`config.mk`:
```
export PLATFORM = sky130hd
export DESIGN_NAME = json_string_unescape_flat
export DESIGN_NICKNAME = d
export VERILOG_FILES = /design/src/hdl/jsu_pkg.sv /design/src/hdl/jsu_in_if.sv /design/src/hdl/jsu_out_if.sv /design/src/hdl/jsu_step.sv /design/src/hdl/json_string_unescape.sv /design/src/flat_wrapper.sv
export SDC_FILE = /design/constraint.sdc
export NUM_CORES = 1
export LEC_CHECK = 0
export BUFFER_PORTS_ARGS = -buffer_cell sky130_fd_sc_hd__buf_2
export CORE_UTILIZATION = 50
export DETAILED_ROUTE_END_ITERATION = 6
export GPL_TIMING_DRIVEN = 0
export HOLD_SLACK_MARGIN = 0.1
export PLACE_DENSITY = 0.65
export RECOVER_POWER = 50
export SLEW_MARGIN = 20
export SYNTH_ARGS = -nofsm -noshare
export SYNTH_HDL_FRONTEND = slang
export SYNTH_HIERARCHICAL = 1
export SYNTH_SLANG_ARGS = --single-unit
```
`constraint.sdc`:
```
create_clock -name clk -period 5.5 [get_ports clk]
set_clock_uncertainty 0.15 [all_clocks]
set_input_delay 1.1 -clock clk [delete_from_list [all_inputs] [get_ports clk]]
set_output_delay 1.1 -clock clk [all_outputs]
set_load 0.005 [all_outputs]
```
`src/hdl/jsu_pkg.sv`:
```
// Types, character codes and helpers shared by the JSON string unescaper.
`timescale 1ns / 1ps

package jsu_pkg;

	// Decoder phase
	localparam logic [1:0] PH_IDLE = 2'd0;
	localparam logic [1:0] PH_STR  = 2'd1;
	localparam logic [1:0] PH_ESC  = 2'd2;
	localparam logic [1:0] PH_UNI  = 2'd3;

	// Error codes
	localparam logic [2:0] ERR_NONE     = 3'd0;
	localparam logic [2:0] ERR_NO_QUOTE = 3'd1;
	localparam logic [2:0] ERR_BAD_ESC  = 3'd2;
	localparam logic [2:0] ERR_END_ESC  = 3'd3;
	localparam logic [2:0] ERR_SHORT_U  = 3'd4;
	localparam logic [2:0] ERR_UNTERM   = 3'd5;

	// Characters
	localparam logic [7:0] CH_QUOTE = 8'h22;
	localparam logic [7:0] CH_BSL   = 8'h5C;
	localparam logic [7:0] CH_SLASH = 8'h2F;
	localparam logic [7:0] CH_B     = 8'h62;
	localparam logic [7:0] CH_F     = 8'h66;
	localparam logic [7:0] CH_N     = 8'h6E;
	localparam logic [7:0] CH_R     = 8'h72;
	localparam logic [7:0] CH_T     = 8'h74;
	localparam logic [7:0] CH_U     = 8'h75;
	localparam logic [7:0] CH_BS    = 8'h08;
	localparam logic [7:0] CH_FF    = 8'h0C;
	localparam logic [7:0] CH_LF    = 8'h0A;
	localparam logic [7:0] CH_CR    = 8'h0D;
	localparam logic [7:0] CH_TAB   = 8'h09;

	localparam logic [15:0] ASCII_LIMIT = 16'h0080;

	// Most results one item can cause: six pass-through bytes and an error
	localparam int unsigned MAX_RES = 7;

	typedef struct packed {
		logic [7:0] data;
		logic       has;
		logic       done;
		logic [2:0] err;
	} result_t;

	typedef struct packed {
		logic [2:0]                n;
		result_t [MAX_RES-1:0]     res;
		logic [1:0]                phase;
		logic [1:0]                dcnt;
		logic                      hold_we;
	} step_t;

	// {is hex digit, nibble}
	function automatic logic [4:0] hex_nib(input logic [7:0] c);
		logic [4:0] r;
		begin
			r = 5'd0;
			if (c >= 8'h30 && c <= 8'h39) begin
				r = {1'b1, c[3:0]};
			end else if ((c >= 8'h61 && c <= 8'h66) || (c >= 8'h41 && c <= 8'h46)) begin
				r = {1'b1, c[3:0] + 4'd9};
			end
			return r;
		end
	endfunction

	function automatic result_t byte_res(input logic [7:0] d);
		result_t r;
		begin
			r = '{data: d, has: 1'b1, done: 1'b0, err: ERR_NONE};
			return r;
		end
	endfunction

	function automatic result_t err_res(input logic [2:0] e);
		result_t r;
		begin
			r = '{data: 8'd0, has: 1'b0, done: 1'b0, err: e};
			return r;
		end
	endfunction

endpackage

```
`src/hdl/jsu_in_if.sv`:
```
// Input channel: raw text bytes.
`timescale 1ns / 1ps

interface jsu_in_if;
	logic       valid;
	logic       ready;
	logic [7:0] in_byte;
	logic       text_ends;

	modport source (output valid, output in_byte, output text_ends, input ready);
	modport sink   (input valid, input in_byte, input text_ends, output ready);
endinterface

```
`src/hdl/jsu_out_if.sv`:
```
// Output channel: decoded results.
`timescale 1ns / 1ps

interface jsu_out_if;
	logic       valid;
	logic       ready;
	logic [7:0] out_byte;
	logic       has_byte;
	logic       string_done;
	logic [2:0] error_code;
	logic       last_of_run;

	modport source (output valid, output out_byte, output has_byte, output string_done,
		output error_code, output last_of_run, input ready);
	modport sink   (input valid, input out_byte, input has_byte, input string_done,
		input error_code, input last_of_run, output ready);
endinterface

```
`src/hdl/jsu_step.sv`:
```
// Decode of one text byte: next state and the run of results it causes.
`timescale 1ns / 1ps

module jsu_step (
	input  logic [1:0]      phase,
	input  logic [1:0]      dcnt,
	input  logic [7:0]      held0,
	input  logic [7:0]      held1,
	input  logic [7:0]      held2,
	input  logic [7:0]      in_byte,
	input  logic            text_ends,
	output jsu_pkg::step_t  step
);

	logic [4:0]  h0, h1, h2, h3;
	logic [15:0] uval;
	logic        produced;
	logic [7:0]  esc_map;
	logic        esc_ok;
	logic [2:0]  n_base;
	jsu_pkg::step_t s;

	assign h0 = jsu_pkg::hex_nib(held0);
	assign h1 = jsu_pkg::hex_nib(held1);
	assign h2 = jsu_pkg::hex_nib(held2);
	assign h3 = jsu_pkg::hex_nib(in_byte);

	// value of the leading hex digits only
	always_comb begin
		if (!h0[4])      uval = 16'd0;
		else if (!h1[4]) uval = {12'd0, h0[3:0]};
		else if (!h2[4]) uval = {8'd0, h0[3:0], h1[3:0]};
		else if (!h3[4]) uval = {4'd0, h0[3:0], h1[3:0], h2[3:0]};
		else             uval = {h0[3:0], h1[3:0], h2[3:0], h3[3:0]};
	end

	always_comb begin
		esc_ok = 1'b1;
		case (in_byte)
			jsu_pkg::CH_QUOTE: esc_map = jsu_pkg::CH_QUOTE;
			jsu_pkg::CH_BSL:   esc_map = jsu_pkg::CH_BSL;
			jsu_pkg::CH_SLASH: esc_map = jsu_pkg::CH_SLASH;
			jsu_pkg::CH_B:     esc_map = jsu_pkg::CH_BS;
			jsu_pkg::CH_F:     esc_map = jsu_pkg::CH_FF;
			jsu_pkg::CH_N:     esc_map = jsu_pkg::CH_LF;
			jsu_pkg::CH_R:     esc_map = jsu_pkg::CH_CR;
			jsu_pkg::CH_T:     esc_map = jsu_pkg::CH_TAB;
			default: begin
				esc_map = 8'd0;
				esc_ok  = 1'b0;
			end
		endcase
	end

	always_comb begin
		s          = '0;
		s.phase    = phase;
		s.dcnt     = dcnt;
		s.hold_we  = 1'b0;
		produced   = 1'b0;
		unique case (phase)
			jsu_pkg::PH_IDLE: begin
				if (in_byte != jsu_pkg::CH_QUOTE) begin
					s.res[0] = jsu_pkg::err_res(jsu_pkg::ERR_NO_QUOTE);
					s.n      = 3'd1;
				end else if (text_ends) begin
					s.res[0] = jsu_pkg::err_res(jsu_pkg::ERR_UNTERM);
					s.n      = 3'd1;
				end else begin
					s.phase = jsu_pkg::PH_STR;
				end
			end
			jsu_pkg::PH_STR: begin
				if (in_byte == jsu_pkg::CH_QUOTE) begin
					s.res[0] = '{data: 8'd0, has: 1'b0, done: 1'b1, err: jsu_pkg::ERR_NONE};
					s.n      = 3'd1;
					s.phase  = jsu_pkg::PH_IDLE;
					s.dcnt   = 2'd0;
				end else if (in_byte == jsu_pkg::CH_BSL) begin
					if (text_ends) begin
						s.res[0] = jsu_pkg::err_res(jsu_pkg::ERR_END_ESC);
						s.n      = 3'd1;
						s.phase  = jsu_pkg::PH_IDLE;
						s.dcnt   = 2'd0;
					end else begin
						s.phase = jsu_pkg::PH_ESC;
					end
				end else begin
					s.res[0] = jsu_pkg::byte_res(in_byte);
					s.n      = 3'd1;
					produced = 1'b1;
				end
			end
			jsu_pkg::PH_ESC: begin
				if (esc_ok) begin
					s.res[0] = jsu_pkg::byte_res(esc_map);
					s.n      = 3'd1;
					produced = 1'b1;
					s.phase  = jsu_pkg::PH_STR;
				end else if (in_byte == jsu_pkg::CH_U) begin
					if (text_ends) begin
						s.res[0] = jsu_pkg::err_res(jsu_pkg::ERR_SHORT_U);
						s.n      = 3'd1;
						s.phase  = jsu_pkg::PH_IDLE;
					end else begin
						s.phase = jsu_pkg::PH_UNI;
					end
					s.dcnt = 2'd0;
				end else begin
					s.res[0] = jsu_pkg::err_res(jsu_pkg::ERR_BAD_ESC);
					s.n      = 3'd1;
					s.phase  = jsu_pkg::PH_IDLE;
					s.dcnt   = 2'd0;
				end
			end
			jsu_pkg::PH_UNI: begin
				s.hold_we = 1'b1;
				if (dcnt != 2'd3) begin
					if (text_ends) begin
						s.res[0] = jsu_pkg::err_res(jsu_pkg::ERR_SHORT_U);
						s.n      = 3'd1;
						s.phase  = jsu_pkg::PH_IDLE;
						s.dcnt   = 2'd0;
					end else begin
						s.dcnt = dcnt + 2'd1;
					end
				end else begin
					if (uval != 16'd0 && uval < jsu_pkg::ASCII_LIMIT) begin
						s.res[0] = jsu_pkg::byte_res(uval[7:0]);
						s.n      = 3'd1;
					end else begin
						s.res[0] = jsu_pkg::byte_res(jsu_pkg::CH_BSL);
						s.res[1] = jsu_pkg::byte_res(jsu_pkg::CH_U);
						s.res[2] = jsu_pkg::byte_res(held0);
						s.res[3] = jsu_pkg::byte_res(held1);
						s.res[4] = jsu_pkg::byte_res(held2);
						s.res[5] = jsu_pkg::byte_res(in_byte);
						s.n      = 3'd6;
					end
					produced = 1'b1;
					s.phase  = jsu_pkg::PH_STR;
					s.dcnt   = 2'd0;
				end
			end
			default: s.phase = jsu_pkg::PH_IDLE;
		endcase

		// text ran out after decoded bytes: unterminated string follows them
		n_base = s.n;
		if (produced && text_ends) begin
			for (int i = 0; i < jsu_pkg::MAX_RES; i++) begin
				if (n_base == 3'(i)) s.res[i] = jsu_pkg::err_res(jsu_pkg::ERR_UNTERM);
			end
			s.n     = n_base + 3'd1;
			s.phase = jsu_pkg::PH_IDLE;
			s.dcnt  = 2'd0;
		end
	end

	assign step = s;

endmodule

```
`src/hdl/json_string_unescape.sv`:
```
// Top level of the streaming JSON string unescaper.
`timescale 1ns / 1ps

// Usage
//  in_ch  : one raw text byte per item, starting at the opening quote;
//           text_ends marks the last byte of the text.
//  out_ch : decoded results, one per item: a byte (has_byte), the closing
//           quote mark (string_done) or an error code. last_of_run flags the
//           final result caused by one input byte.
// Timing
//  A byte is decoded in the cycle it is accepted; its results sit in the run
//  register and the first is offered in the cycle after acceptance. Most
//  bytes give zero or one result, so one byte per cycle is sustained while
//  out_ch.ready is high. A passed-through \u escape gives six results (seven
//  with an error), one per cycle out of the run register while out_ch.ready
//  is high. Input is held off until the last result of a run is handed over;
//  a new byte is taken then, so the run register never leaves a bubble.
// Reset
//  arst_n clears the phase, the \u digit count and the run count: no result
//  is offered and the block waits for an opening quote.
// Stall
//  When out_ch.ready is low the current result holds and the input is held
//  off as soon as the run register has nothing left to free.

module json_string_unescape (
	input  logic             clk,
	input  logic             arst_n,
	jsu_in_if.sink           in_ch,
	jsu_out_if.source        out_ch
);

	// decoder state
	logic [1:0] phase_q;
	logic [1:0] dcnt_q;
	logic [7:0] held_q [3];

	// run register: results of the last byte, head at index 0
	jsu_pkg::result_t [jsu_pkg::MAX_RES-1:0] run_q;
	logic [2:0] cnt_q;

	jsu_pkg::step_t step;
	logic           in_acc;
	logic           out_acc;

	jsu_step u_step (
		.phase     (phase_q),
		.dcnt      (dcnt_q),
		.held0     (held_q[0]),
		.held1     (held_q[1]),
		.held2     (held_q[2]),
		.in_byte   (in_ch.in_byte),
		.text_ends (in_ch.text_ends),
		.step      (step)
	);

	// free when empty, or when the only result left leaves this cycle
	assign in_ch.ready = (cnt_q == 3'd0) || (cnt_q == 3'd1 && out_ch.ready);
	assign in_acc      = in_ch.valid && in_ch.ready;
	assign out_acc     = out_ch.valid && out_ch.ready;

	always_ff @(posedge clk or negedge arst_n) begin
		if (!arst_n) begin
			phase_q <= jsu_pkg::PH_IDLE;
			dcnt_q  <= 2'd0;
			cnt_q   <= 3'd0;
		end else begin
			if (in_acc) begin
				phase_q <= step.phase;
				dcnt_q  <= step.dcnt;
				cnt_q   <= step.n;
			end else if (out_acc) begin
				cnt_q <= cnt_q - 3'd1;
			end
		end
	end

	// payload: no reset
	always_ff @(posedge clk) begin
		if (in_acc) begin
			run_q <= step.res;
			// the fourth \u character is used straight from the input
			if (step.hold_we && dcnt_q != 2'd3) held_q[dcnt_q] <= in_ch.in_byte;
		end else if (out_acc) begin
			for (int i = 0; i < jsu_pkg::MAX_RES - 1; i++) run_q[i] <= run_q[i+1];
		end
	end

	assign out_ch.valid       = (cnt_q != 3'd0);
	assign out_ch.out_byte    = run_q[0].data;
	assign out_ch.has_byte    = run_q[0].has;
	assign out_ch.string_done = run_q[0].done;
	assign out_ch.error_code  = run_q[0].err;
	assign out_ch.last_of_run = (cnt_q == 3'd1);

	// each result carries exactly one of byte, done mark, error
	a_one_kind: assert property (@(posedge clk) disable iff (!arst_n)
		out_ch.valid |-> $countones({out_ch.has_byte, out_ch.string_done,
			out_ch.error_code != jsu_pkg::ERR_NONE}) == 1)
		else $error("result carries more or less than one kind");

	// input held off while more than one result is pending
	a_hold_in: assert property (@(posedge clk) disable iff (!arst_n)
		cnt_q > 3'd1 |-> !in_ch.ready)
		else $error("input taken with a run still pending");

	// nothing follows the last of a run unless a new byte came in
	a_run_end: assert property (@(posedge clk) disable iff (!arst_n)
		out_acc && out_ch.last_of_run && !in_acc |=> !out_ch.valid)
		else $error("result after end of run");

	// an error returns the decoder to idle
	a_err_idle: assert property (@(posedge clk) disable iff (!arst_n)
		out_ch.valid && out_ch.error_code != jsu_pkg::ERR_NONE |-> phase_q == jsu_pkg::PH_IDLE)
		else $error("decoder not idle after error");

	// an error is always the final result of its run
	a_err_last: assert property (@(posedge clk) disable iff (!arst_n)
		out_ch.valid && out_ch.error_code != jsu_pkg::ERR_NONE |-> out_ch.last_of_run)
		else $error("error not at end of run");

endmodule
```
`src/flat_wrapper.sv`:
```
// flat-port wrapper written by rule: the top's interface ports become plain ports
module json_string_unescape_flat 
  (clk, arst_n, in_ch_valid, in_ch_in_byte, in_ch_text_ends, in_ch_ready, out_ch_valid, out_ch_out_byte, out_ch_has_byte, out_ch_string_done, out_ch_error_code, out_ch_last_of_run, out_ch_ready);
  jsu_in_if in_ch_i ();
  jsu_out_if out_ch_i ();
  input  logic clk;
  input  logic arst_n;
  input wire logic [$bits(in_ch_i.valid)-1:0] in_ch_valid;
  input wire logic [$bits(in_ch_i.in_byte)-1:0] in_ch_in_byte;
  input wire logic [$bits(in_ch_i.text_ends)-1:0] in_ch_text_ends;
  output wire logic [$bits(in_ch_i.ready)-1:0] in_ch_ready;
  output wire logic [$bits(out_ch_i.valid)-1:0] out_ch_valid;
  output wire logic [$bits(out_ch_i.out_byte)-1:0] out_ch_out_byte;
  output wire logic [$bits(out_ch_i.has_byte)-1:0] out_ch_has_byte;
  output wire logic [$bits(out_ch_i.string_done)-1:0] out_ch_string_done;
  output wire logic [$bits(out_ch_i.error_code)-1:0] out_ch_error_code;
  output wire logic [$bits(out_ch_i.last_of_run)-1:0] out_ch_last_of_run;
  input wire logic [$bits(out_ch_i.ready)-1:0] out_ch_ready;
  assign in_ch_i.valid = in_ch_valid;
  assign in_ch_i.in_byte = in_ch_in_byte;
  assign in_ch_i.text_ends = in_ch_text_ends;
  assign in_ch_ready = in_ch_i.ready;
  assign out_ch_valid = out_ch_i.valid;
  assign out_ch_out_byte = out_ch_i.out_byte;
  assign out_ch_has_byte = out_ch_i.has_byte;
  assign out_ch_string_done = out_ch_i.string_done;
  assign out_ch_error_code = out_ch_i.error_code;
  assign out_ch_last_of_run = out_ch_i.last_of_run;
  assign out_ch_i.ready = out_ch_ready;
  json_string_unescape u_core (.clk(clk), .arst_n(arst_n), .in_ch(in_ch_i), .out_ch(out_ch_i));
endmodule
```
==> Flow_metrics.wiki, run 1 <==
{| class="wikitable"
! Metric !! Value
|-
| Endpoint of the worst hold-timing path || u_core/run_q[29]
|-
| Outcome || complete, but fails checks
|-
| CTS Buf Count || 17
|-
| Final core utilization || 57.5%
|-
| Commonest non-fill, non-tap cells in the layout || sky130_fd_sc_hd__edfxtp_1, sky130_fd_sc_hd__mux2_4, sky130_fd_sc_hd__buf_4
|-
| Cell type group with the largest total delay on the critical path || simple AND/OR/NAND/NOR gates
|-
| Via count normalized by instance count || 5.65
|-
| Final clock period utilization by the worst path || 94.1%
|-
| Highest clock frequency the design can meet || 193 MHz
|-
| Crit. path cell count || 16
|-
| CTS H-tree lvls || 4
|-
| First-pass GRT wire length || 26200 µm
|-
| Effective utilization at floorplan || 51.1%
|-
| Worst Path Max Fanout || 11
|-
| Switching Power || 0.823 mW
|-
| Net count, final || 712
|-
| Commonest non-fill, non-tap cell in the layout || sky130_fd_sc_hd__edfxtp_1
|-
| Count of nets left with antenna violations after detail routing || 0
|-
| Top-Level Pins || 29
|-
| Fraction of final layout cells with drive strength greater than 1 || 33.9%
|-
| Avg WL per Cell || 19.3 µm
|-
| Setup crit end kind || register
|-
| Switching part of the total || 23.5%
|-
| Maximum vdd ir drop || 0.285 mV
|-
| Cell area after synthesis || 7770 µm²
|-
| Worst EP arrival || 5.31 ns
|-
| Unique masters post-synth || 92
|-
| DRC || 0
|-
| Portion of total power attributed to the clock network || 32.0%
|-
| Hold path cells || 1
|-
| Biggest area contributors in the synthesized netlist || sky130_fd_sc_hd__edfxtp_1, sky130_fd_sc_hd__mux2_4, sky130_fd_sc_hd__buf_4, sky130_fd_sc_hd__ha_1, sky130_fd_sc_hd__nor3b_1
|-
| Die Wd || 127 µm
|-
| Root cell of the clock tree || sky130_fd_sc_hd__clkbuf_16
|-
| Portion of synthesized cell area occupied by the leading cell type || 44.4%
|-
| Global routing usage summed across all routing layers || 22.2%
|-
| Number of antenna repair diodes || 0
|-
| Max Root-Sink Buffers || 2
|-
| FF-to-FF setup slack || 0.72 ns
|-
| Worst-skew pair later-pin latency || 0.41 ns
|-
| Core region area || 15200 µm²
|-
| Placement row count || 45
|-
| Number of buffers added on ports || 27
|-
| Synth area leader || sky130_fd_sc_hd__edfxtp_1
|-
| Final worst hold slack || 0.389 ns
|-
| Via count of the first global-routing pass || 4753
|-
| Element type at the critical path start || input pin
|-
| Chip Height || 127 µm
|-
| Overflow after GRT || 0
|-
| Share of synthesized flip-flops with an asynchronous set or reset || 5.74%
|-
| Count of final hold-check violations || 0
|-
| Clock transition at the register clock pins on the worst setup and hold paths after CTS || 0.05 ns
|-
| Number of cells on the worst reg-to-reg path || 16
|-
| Share of total power in combinational logic || 25.7%
|-
| Cell Chain, Critical Path || buf_2 > inv_1 > ha_1 > inv_1 > o311a_2 > nor2_2 > mux2i_1 > o311ai_1 > nand4_1 > o31a_1 > buf_4 > buf_6 > nor2_1 > ha_1 > and3_2 > buf_4
|-
| Worst path max stage delay || 0.73 ns
|-
| Internal portion of total power || 2.68 mW
|-
| Number of DRC markers in iteration 0 || 398
|-
| Number of enable-type register cells in the synthesized netlist || 115
|-
| Pin count of the biggest net entering global routing || 62
|-
| Violations in the final reports || capacitance limit, slew limit
|-
| Floorplan die area || 16000 µm²
|-
| Area Growth Syn to Fin || 12.4%
|-
| Final count of pins violating max slew || 62
|-
| Number of warnings printed during yosys synthesis || 6
|-
| Capturing point of the worst reg2reg path || u_core/run_q[80]
|-
| Sequential Power Share || 42.3%
|-
| Synth Area per Inst || 12.9 µm²
|-
| Gp weighted congestion || 0.893
|-
| Number of fill cells in the layout || 1261
|-
| Final min period || 5.18 ns
|-
| CP Buf/Inv Count || 6
|-
| Crit-path slowest cell || sky130_fd_sc_hd__nor2_1
|-
| Reg2reg start || u_core/held_q[2][0]
|-
| Cells after synthesis || 601
|-
| Sequential share of the synthesized area || 46.7%
|-
| Antenna violations before repair || 0
|-
| Worst EP required || 5.64 ns
|-
| Primary FF master, synth || sky130_fd_sc_hd__edfxtp_1
|-
| Post-layout instance count excluding filler cells || 879
|-
| Number of hold-repair buffers added at the cts stage || 0
|-
| Routed Wire Length || 16900 µm
|-
| Setup repair after global routing missed its margin || false
|-
| Post-CTS setup repair buffer count || 0
|-
| Hold path startpoint || u_core/run_q[42]
|-
| LEAKAGE || 3.60 nW
|-
| Max_slew headroom || -119%
|-
| Worst setup path class || in -> reg
|-
| Class of the worst hold path || reg -> reg
|-
| HPWL after DPL || 12300 µm
|-
| Slew at the pin closest to its max-slew limit || 3.29 ns
|-
| Via count || 4966
|-
| CTS tree || yes
|-
| Pwr per Cell Area || 401 nW/µm²
|-
| CTS Sinks || 122
|-
| # Max-Cap Violations || 1
|-
| Count of cells resized by post-cts repair || 0
|-
| Final Setup Violations || 0
|-
| First-pass detailed-route iteration total || 5
|-
| Seq cells post-synth || 122
|-
| Placed cells || 848
|}
[power groups by stage]
stage	logic, mW	clock network, mW	registers [mW]
finish	0.901	1.12	1.48
global route	0.975	1.18	1.51
CTS	0.990	1.15	1.47
detailed placement	0.985	0	1.49
global placement	0.940	0	1.49
floorplan	0.786	0	1.47
[layer usage]
layer	vias to the layer above	track usage [%]	share of wire [%]
met5	-	0	0
met4	0	10.6	3.7
met3	31	5.19	4.9
met2	167	37.1	49
met1	2399	27.3	42
li1	2369	-	-
[cell families after synthesis]
family | count (synthesis) | synth area share [%]
xor+xnor | 2 | 0.225
compound gates | 115 | 10.8
buf+inv | 100 | 9.88
fa+ha+maj | 20 | 3.22
simple gates | 152 | 13.0
other cells | 1 | 0.0482
mux | 89 | 16.1
flops | 122 | 46.7
[synth_stat cells, drive strengths merged, types with 7 or more instances]
library cell,number
o21ai,20
nor3,14
dfrtp,7
edfxtp,115
mux2,83
nor2,20
a21oi,20
and2,7
nor3b,27
nand3,11
ha,20
o211ai,9
buf,75
nand2,24
inv,19
[area by class of cell]
cell class / count / area, µm² / area share (%)
buffer: 81 / 614 / 7.03
timing repair buffer: 28 / 128 / 1.46
tap: 188 / 235 / 2.69
clock inverter: 9 / 148 / 1.69
sequential: 122 / 3630 / 41.5
multi-input combinational: 410 / 3470 / 39.7
clock buffer: 22 / 444 / 5.08
inverter: 19 / 71.3 / 0.816
[registers in the layout, indices dropped and copies added (netlist names)]
signal,flops
u_core/phase_q,2
u_core/held_q,24
u_core/cnt_q,3
u_core/out_ch.error_code,3
u_core/dcnt_q,2
u_core/out_ch.string_done,1
u_core/run_q,78
u_core/out_ch.has_byte,1
u_core/out_ch.out_byte,8
[stage by stage]
step	total power, mW	cell area (µm²)	worst slack [ns]	setup TNS, ns
final	3.51	8740	0.323	0
after global routing	3.66	8740	0.0300	0
after CTS	3.61	8890	0.309	0
after detailed placement	2.47	8290	-0.0431	-0.0431
after global placement	2.43	8260	0.00994	0
after floorplan	2.26	7890	0.992	0
[how the worst max path moves through the flow]
stage | slack [ns] | end | from
final | 0.32 | u_core/run_q[80] | in_ch_in_byte[0]
after CTS | 0.31 | u_core/run_q[80] | in_ch_in_byte[0]
after global routing | 0.03 | u_core/run_q[80] | in_ch_in_byte[0]
after floorplan | 0.99 | u_core/cnt_q[1] | in_ch_in_byte[0]
after global placement | 0.01 | u_core/run_q[80] | in_ch_in_byte[0]
after detailed placement | -0.04 | u_core/run_q[80] | in_ch_in_byte[0]
No activity file was read; power rests on OpenSTA's default activity.
==> run 2, diff against run 1 <==
CORE_UTILIZATION = 57   (was 50)
PLACE_DENSITY = 0.72   (was 0.65)
==> Flow_metrics.wiki, run 2 (same netlist as run 1, synthesis figures left out) <==
{| class="wikitable"
! Metric !! Value
|-
| Worst Path Max Fanout || 11
|-
| Placement row count || 42
|-
| Effective utilization at floorplan || 58.5%
|-
| Cell area reported after detailed placement || 8280 µm²
|-
| GR met3 Demand/Resource || 5.50%
|-
| Fraction of final layout cells with drive strength greater than 1 || 32.9%
|-
| Via count || 5024
|-
| Count of nets left with antenna violations after detail routing || 0
|-
| Maximum vdd ir drop || 0.304 mV
|-
| Top-Level Pins || 29
|-
| Worst setup path class || in -> reg
|-
| Count of final hold-check violations || 0
|-
| Slew at the pin closest to its max-slew limit || 3.41 ns
|-
| Worst setup path start || in_ch_in_byte[0]
|-
| First-pass detailed-route iteration total || 5
|-
| Area Growth Syn to Fin || 11.0%
|-
| CTS Buf Count || 17
|-
| Clock transition at the register clock pins on the worst setup and hold paths after CTS || 0.06 ns
|-
| Core region area || 13300 µm²
|-
| Switching Power || 0.822 mW
|-
| Die Wd || 119 µm
|-
| Final count of pins violating max slew || 64
|-
| Capturing point of the worst reg2reg path || u_core/run_q[80]
|-
| FF-to-FF setup slack || 0.57 ns
|-
| Worst EP arrival || 5.28 ns
|-
| Share of total power in combinational logic || 25.9%
|-
| Overflow after GRT || 0
|-
| Sequential Power Share || 44.1%
|-
| Number of cells on the worst reg-to-reg path || 16
|-
| Pwr per Cell Area || 391 nW/µm²
|-
| Net count, final || 712
|-
| Floorplan die area || 14100 µm²
|-
| CTS Sinks || 122
|-
| Hold path cells || 1
|-
| Pin count of the biggest net entering global routing || 64
|-
| Final clock period utilization by the worst path || 93.5%
|-
| LEAKAGE || 3.53 nW
|-
| Via count of the first global-routing pass || 4991
|-
| Number of DRC markers in iteration 0 || 475
|-
| Outcome || complete, but fails checks
|-
| Endpoint of the worst hold-timing path || u_core/run_q[70]
|-
| Worst EP required || 5.64 ns
|-
| Class of the worst hold path || reg -> reg
|-
| Met2 track utilization from global routing || 41.1%
|-
| Worst-skew pair later-pin latency || 0.41 ns
|-
| Post-CTS setup repair buffer count || 0
|-
| Root cell of the clock tree || sky130_fd_sc_hd__clkbuf_16
|-
| Met1 Resource Use GR || 29.5%
|-
| Number of fill cells in the layout || 1020
|-
| # Max-Cap Violations || 1
|-
| Final standard cell area without fillers || 8630 µm²
|-
| Routed Wire Length || 16600 µm
|-
| Number of flip-flops in the largest register || 78
|-
| Avg WL per Cell || 19.1 µm
|-
| Element type at the critical path start || input pin
|-
| Final core utilization || 64.9%
|-
| Number of hold-repair buffers added at the cts stage || 0
|-
| Power consumption || 3.37 mW
|-
| Max_slew headroom || -128%
|-
| Number of antenna repair diodes || 0
|-
| CTS tree || yes
|-
| Setup crit end kind || register
|-
| Hold path startpoint || u_core/run_q[83]
|-
| Commonest non-fill, non-tap cell in the layout || sky130_fd_sc_hd__edfxtp_1
|-
| Internal portion of total power || 2.55 mW
|-
| CTS H-tree lvls || 4
|-
| Setup tns final || 0 ns
|-
| First-pass GRT wire length || 25800 µm
|-
| Via count normalized by instance count || 5.79
|-
| DRC || 0
|-
| Final Setup Violations || 0
|-
| Violations in the final reports || capacitance limit, slew limit
|-
| Global routing usage summed across all routing layers || 24.6%
|-
| Max Root-Sink Buffers || 2
|-
| Chip Height || 119 µm
|-
| Most used routing layer in global routing || met2
|-
| Count of cells resized by post-cts repair || 0
|-
| Gp weighted congestion || 0.891
|-
| Switching part of the total || 24.4%
|-
| Antenna violations before repair || 0
|-
| Commonest non-fill, non-tap cells in the layout || sky130_fd_sc_hd__edfxtp_1, sky130_fd_sc_hd__mux2_4, sky130_fd_sc_hd__buf_4
|-
| Number of buffers added on ports || 27
|-
| HPWL after DPL || 12200 µm
|-
| Portion of total power attributed to the clock network || 30.0%
|-
| Final min period || 5.14 ns
|-
| Setup repair after global routing missed its margin || false
|-
| Highest clock frequency the design can meet || 195 MHz
|-
| Register ranked first by flip-flop count || u_core/run_q
|-
| Reg2reg start || u_core/held_q[2][0]
|}
## run 2: cell types whose count changed in the layout (fill, tap and decap cells not counted), moves of 2 or more
| cell | change |
|---|---|
| sky130_fd_sc_hd__buf_4 | -4 |
| sky130_fd_sc_hd__bufinv_16 | -3 |
| sky130_fd_sc_hd__clkbuf_1 | +3 |
| sky130_fd_sc_hd__clkbuf_4 | +4 |
| sky130_fd_sc_hd__clkbuf_8 | +2 |
| sky130_fd_sc_hd__mux2_1 | +4 |
| sky130_fd_sc_hd__mux2_4 | -4 |
## run 2: area by class of cell
class	count	area (µm²)	area share [%]
sequential	122	3630	42.1
multi-input combinational	410	3450	40.0
buffer	81	588	6.82
clock buffer	25	475	5.51
tap	176	220	2.55
timing repair buffer	28	126	1.47
inverter	19	71.3	0.827
clock inverter	7	68.8	0.798
## run 2: worst max-delay path, cell delays in order
cell                       delay [ns]
sky130_fd_sc_hd__buf_2           0.19
sky130_fd_sc_hd__inv_1           0.26
sky130_fd_sc_hd__ha_1            0.24
sky130_fd_sc_hd__inv_1           0.06
sky130_fd_sc_hd__o311a_2         0.42
sky130_fd_sc_hd__nor2_2          0.27
sky130_fd_sc_hd__mux2i_1         0.16
sky130_fd_sc_hd__o311ai_1        0.30
sky130_fd_sc_hd__nand4_1         0.22
sky130_fd_sc_hd__o31a_1          0.34
sky130_fd_sc_hd__buf_4           0.19
sky130_fd_sc_hd__buf_6           0.16
sky130_fd_sc_hd__nor2_1          0.71
sky130_fd_sc_hd__ha_1            0.26
sky130_fd_sc_hd__and3_2          0.24
sky130_fd_sc_hd__buf_4           0.12
## run 2: power groups by stage
stage / Clock (mW) / Sequential (mW) / Combinational, mW
after floorplan: 0 / 1.47 / 0.786
after global placement: 0 / 1.49 / 0.940
after detailed placement: 0 / 1.49 / 0.986
after CTS: 1.03 / 1.48 / 0.991
after global routing: 1.07 / 1.51 / 0.944
final: 1.01 / 1.49 / 0.875
## run 2: worst max-delay path by stage
stage | slack, ns | endpoint | depth (start not counted)
floorplan | 0.99 | u_core/cnt_q[1] | 16
global placement | 0.18 | u_core/run_q[80] | 16
detailed placement | 0.1 | u_core/run_q[80] | 16
CTS | 0.47 | u_core/run_q[80] | 16
global route | 0.12 | u_core/run_q[80] | 16
finish | 0.36 | u_core/run_q[80] | 16
## run 2: per-stage QoR
stage	setup slack, ns	hold slack, ns	cells
2_1_floorplan	0.992	0.373	632
3_3_place_gp	0.179	0.378	835
3_5_place_dp	0.0983	0.381	836
4_1_cts	0.465	0.363	868
5_1_grt	0.122	0.403	868
6_report	0.360	0.391	868
## run 2: routing by layer
layer  wire, µm  share of wire, %
met1       6820                41
met2       8110                49
met3       1070               6.5
met4        549               3.3
met5          0                 0
==> run 3, diff against run 2 <==
PLACE_DENSITY = 0.8   (was 0.72)
==> Flow_metrics.wiki, run 3 (same netlist as run 1, synthesis figures left out) <==
{| class="wikitable"
! Metric !! Value
|-
| Outcome || complete, but fails checks
|-
| Violations in the final reports || capacitance limit, slew limit
|-
| Switching Power || 0.865 mW
|-
| Final clock period utilization by the worst path || 93.4%
|-
| Final count of pins violating max slew || 62
|-
| DRC || 0
|-
| Share of total power in combinational logic || 26.1%
|-
| Die Wd || 119 µm
|-
| Max Root-Sink Buffers || 2
|-
| Number of DRC markers in iteration 0 || 661
|-
| Fraction of final layout cells with drive strength greater than 1 || 34.0%
|-
| Switching part of the total || 25.1%
|-
| Core region area || 13300 µm²
|-
| Net count, final || 712
|-
| Overflow after GRT || 0
|-
| Portion of total power attributed to the clock network || 30.6%
|-
| CTS Sinks || 122
|-
| Endpoint of the worst hold-timing path || u_core/out_ch.out_byte[6]
|-
| Gp weighted congestion || 0.947
|-
| Count of nets left with antenna violations after detail routing || 0
|-
| Number of cells on the worst reg-to-reg path || 16
|-
| Via count normalized by instance count || 5.99
|-
| Routed Wire Length || 17800 µm
|-
| Internal portion of total power || 2.59 mW
|-
| Hold path cells || 1
|-
| Avg WL per Cell || 20.5 µm
|-
| Power consumption || 3.45 mW
|-
| Setup tns final || 0 ns
|-
| Setup repair after global routing missed its margin || false
|-
| Via count of the first global-routing pass || 5302
|-
| Placement row count || 42
|-
| Highest clock frequency the design can meet || 195 MHz
|-
| Worst EP required || 5.64 ns
|-
| Area Growth Syn to Fin || 11.6%
|-
| Setup crit end kind || register
|-
| Chip Height || 119 µm
|-
| Number of antenna repair diodes || 0
|-
| # Max-Cap Violations || 1
|-
| CTS H-tree lvls || 4
|-
| Count of cells resized by post-cts repair || 0
|-
| CTS tree || yes
|-
| Maximum vdd ir drop || 0.270 mV
|-
| Post-CTS setup repair buffer count || 0
|-
| Effective utilization at floorplan || 58.5%
|-
| Class of the worst hold path || reg -> reg
|-
| Pin count of the biggest net entering global routing || 62
|-
| Pwr per Cell Area || 398 nW/µm²
|-
| FF-to-FF setup slack || 0.56 ns
|-
| Commonest non-fill, non-tap cell in the layout || sky130_fd_sc_hd__edfxtp_1
|-
| Root cell of the clock tree || sky130_fd_sc_hd__clkbuf_16
|-
| Reg2reg start || u_core/held_q[2][0]
|-
| Worst EP arrival || 5.27 ns
|-
| Final Setup Violations || 0
|-
| Via count || 5198
|-
| Hold path startpoint || u_core/run_q[24]
|-
| Floorplan die area || 14100 µm²
|-
| Clock transition at the register clock pins on the worst setup and hold paths after CTS || 0.06 ns
|-
| Worst setup path class || in -> reg
|-
| Register ranked first by flip-flop count || u_core/run_q
|-
| Sequential Power Share || 43.3%
|-
| Antenna violations before repair || 0
|-
| Number of flip-flops in the largest register || 78
|-
| Count of final hold-check violations || 0
|-
| Capturing point of the worst reg2reg path || u_core/run_q[80]
|-
| Max_slew headroom || -121%
|-
| Number of hold-repair buffers added at the cts stage || 0
|-
| First-pass GRT wire length || 27800 µm
|-
| Global routing usage summed across all routing layers || 26.4%
|-
| CTS Buf Count || 17
|-
| Element type at the critical path start || input pin
|-
| Final min period || 5.14 ns
|-
| Number of buffers added on ports || 27
|-
| Slew at the pin closest to its max-slew limit || 3.32 ns
|-
| Top-Level Pins || 29
|-
| Worst-skew pair later-pin latency || 0.41 ns
|-
| LEAKAGE || 3.57 nW
|-
| Commonest non-fill, non-tap cells in the layout || sky130_fd_sc_hd__edfxtp_1, sky130_fd_sc_hd__mux2_4, sky130_fd_sc_hd__buf_4
|-
| First-pass detailed-route iteration total || 6
|-
| HPWL after DPL || 12700 µm
|-
| Worst Path Max Fanout || 11
|}
[run 3: cell count changes in the layout (fill, tap and decap cells not counted), sizes merged]
cell / delta
clkinv: +4
clkbuf: -11
bufinv: +1
inv: +1
buf: +5
[run 3: worst max-delay path by stage]
stage                startpoint               end  slack [ns]  depth (start not counted)
6_report       in_ch_in_byte[1]  u_core/run_q[80]        0.36                         15
5_1_grt        in_ch_in_byte[1]  u_core/run_q[80]        0.21                         16
4_1_cts        in_ch_in_byte[1]  u_core/run_q[80]        0.46                         15
3_5_place_dp   in_ch_in_byte[1]  u_core/run_q[80]        0.07                         15
3_3_place_gp   in_ch_in_byte[1]  u_core/run_q[80]        0.04                         15
2_1_floorplan  in_ch_in_byte[0]   u_core/cnt_q[1]        0.99                         16
[run 3: routing by layer]
| metal | global-route usage (%) | routed length [µm] | vias up | part of all wire [%] |
|---|---|---|---|---|
| met1 | 31.4 | 7300 | 2567 | 41 |
| met3 | 7.43 | 1210 | 30 | 6.8 |
| li1 | - | - | 2370 | - |
| met4 | 10.9 | 390 | 0 | 2.2 |
| met2 | 44.9 | 8890 | 231 | 50 |
| met5 | 0 | 0 | - | 0 |
[run 3: power groups by stage]
stage | Combinational (mW) | Sequential, mW | Clock (mW)
2_1_floorplan | 0.786 | 1.47 | 0
3_3_place_gp | 0.937 | 1.49 | 0
3_5_place_dp | 0.988 | 1.50 | 0
4_1_cts | 0.998 | 1.48 | 1.07
5_1_grt | 0.969 | 1.52 | 1.11
6_report | 0.902 | 1.49 | 1.06
[run 3: cell type report]
| type | count | area, µm² |
|---|---|---|
| repair buffers | 28 | 129 |
| plain buffers | 81 | 582 |
| inverters | 19 | 71.3 |
| multi-input cells | 410 | 3480 |
| fillers | 961 | 4620 |
| clock inverters | 13 | 128 |
| well taps | 176 | 220 |
| flip-flops and latches | 122 | 3630 |
| clock buffers | 19 | 433 |
[run 3: per-stage QoR]
stage | instance area, µm² | std cells | utilization, % | setup slack, ns | hold slack, ns
finish | 8670 | 868 | 65.2 | 0.365 | 0.393
global route | 8670 | 868 | 65.2 | 0.209 | 0.405
CTS | 8840 | 868 | 66.5 | 0.455 | 0.355
detailed placement | 8280 | 836 | 62.3 | 0.0665 | 0.385
global placement | 8240 | 835 | 62.0 | 0.0368 | 0.379
floorplan | 7890 | 632 | - | 0.992 | 0.373
[run 3: critical path, stage by stage]
cell and delay [ns]:
sky130_fd_sc_hd__buf_2 0.21, sky130_fd_sc_hd__inv_1 0.19, sky130_fd_sc_hd__ha_1 0.30, sky130_fd_sc_hd__o311a_2 0.40, sky130_fd_sc_hd__nor2_2 0.29, sky130_fd_sc_hd__mux2i_1 0.18, sky130_fd_sc_hd__o311ai_1 0.30, sky130_fd_sc_hd__nand4_1 0.22
sky130_fd_sc_hd__o31a_1 0.36, sky130_fd_sc_hd__buf_4 0.20, sky130_fd_sc_hd__buf_6 0.16, sky130_fd_sc_hd__nor2_1 0.71, sky130_fd_sc_hd__ha_1 0.28, sky130_fd_sc_hd__and3_2 0.23, sky130_fd_sc_hd__buf_4 0.12
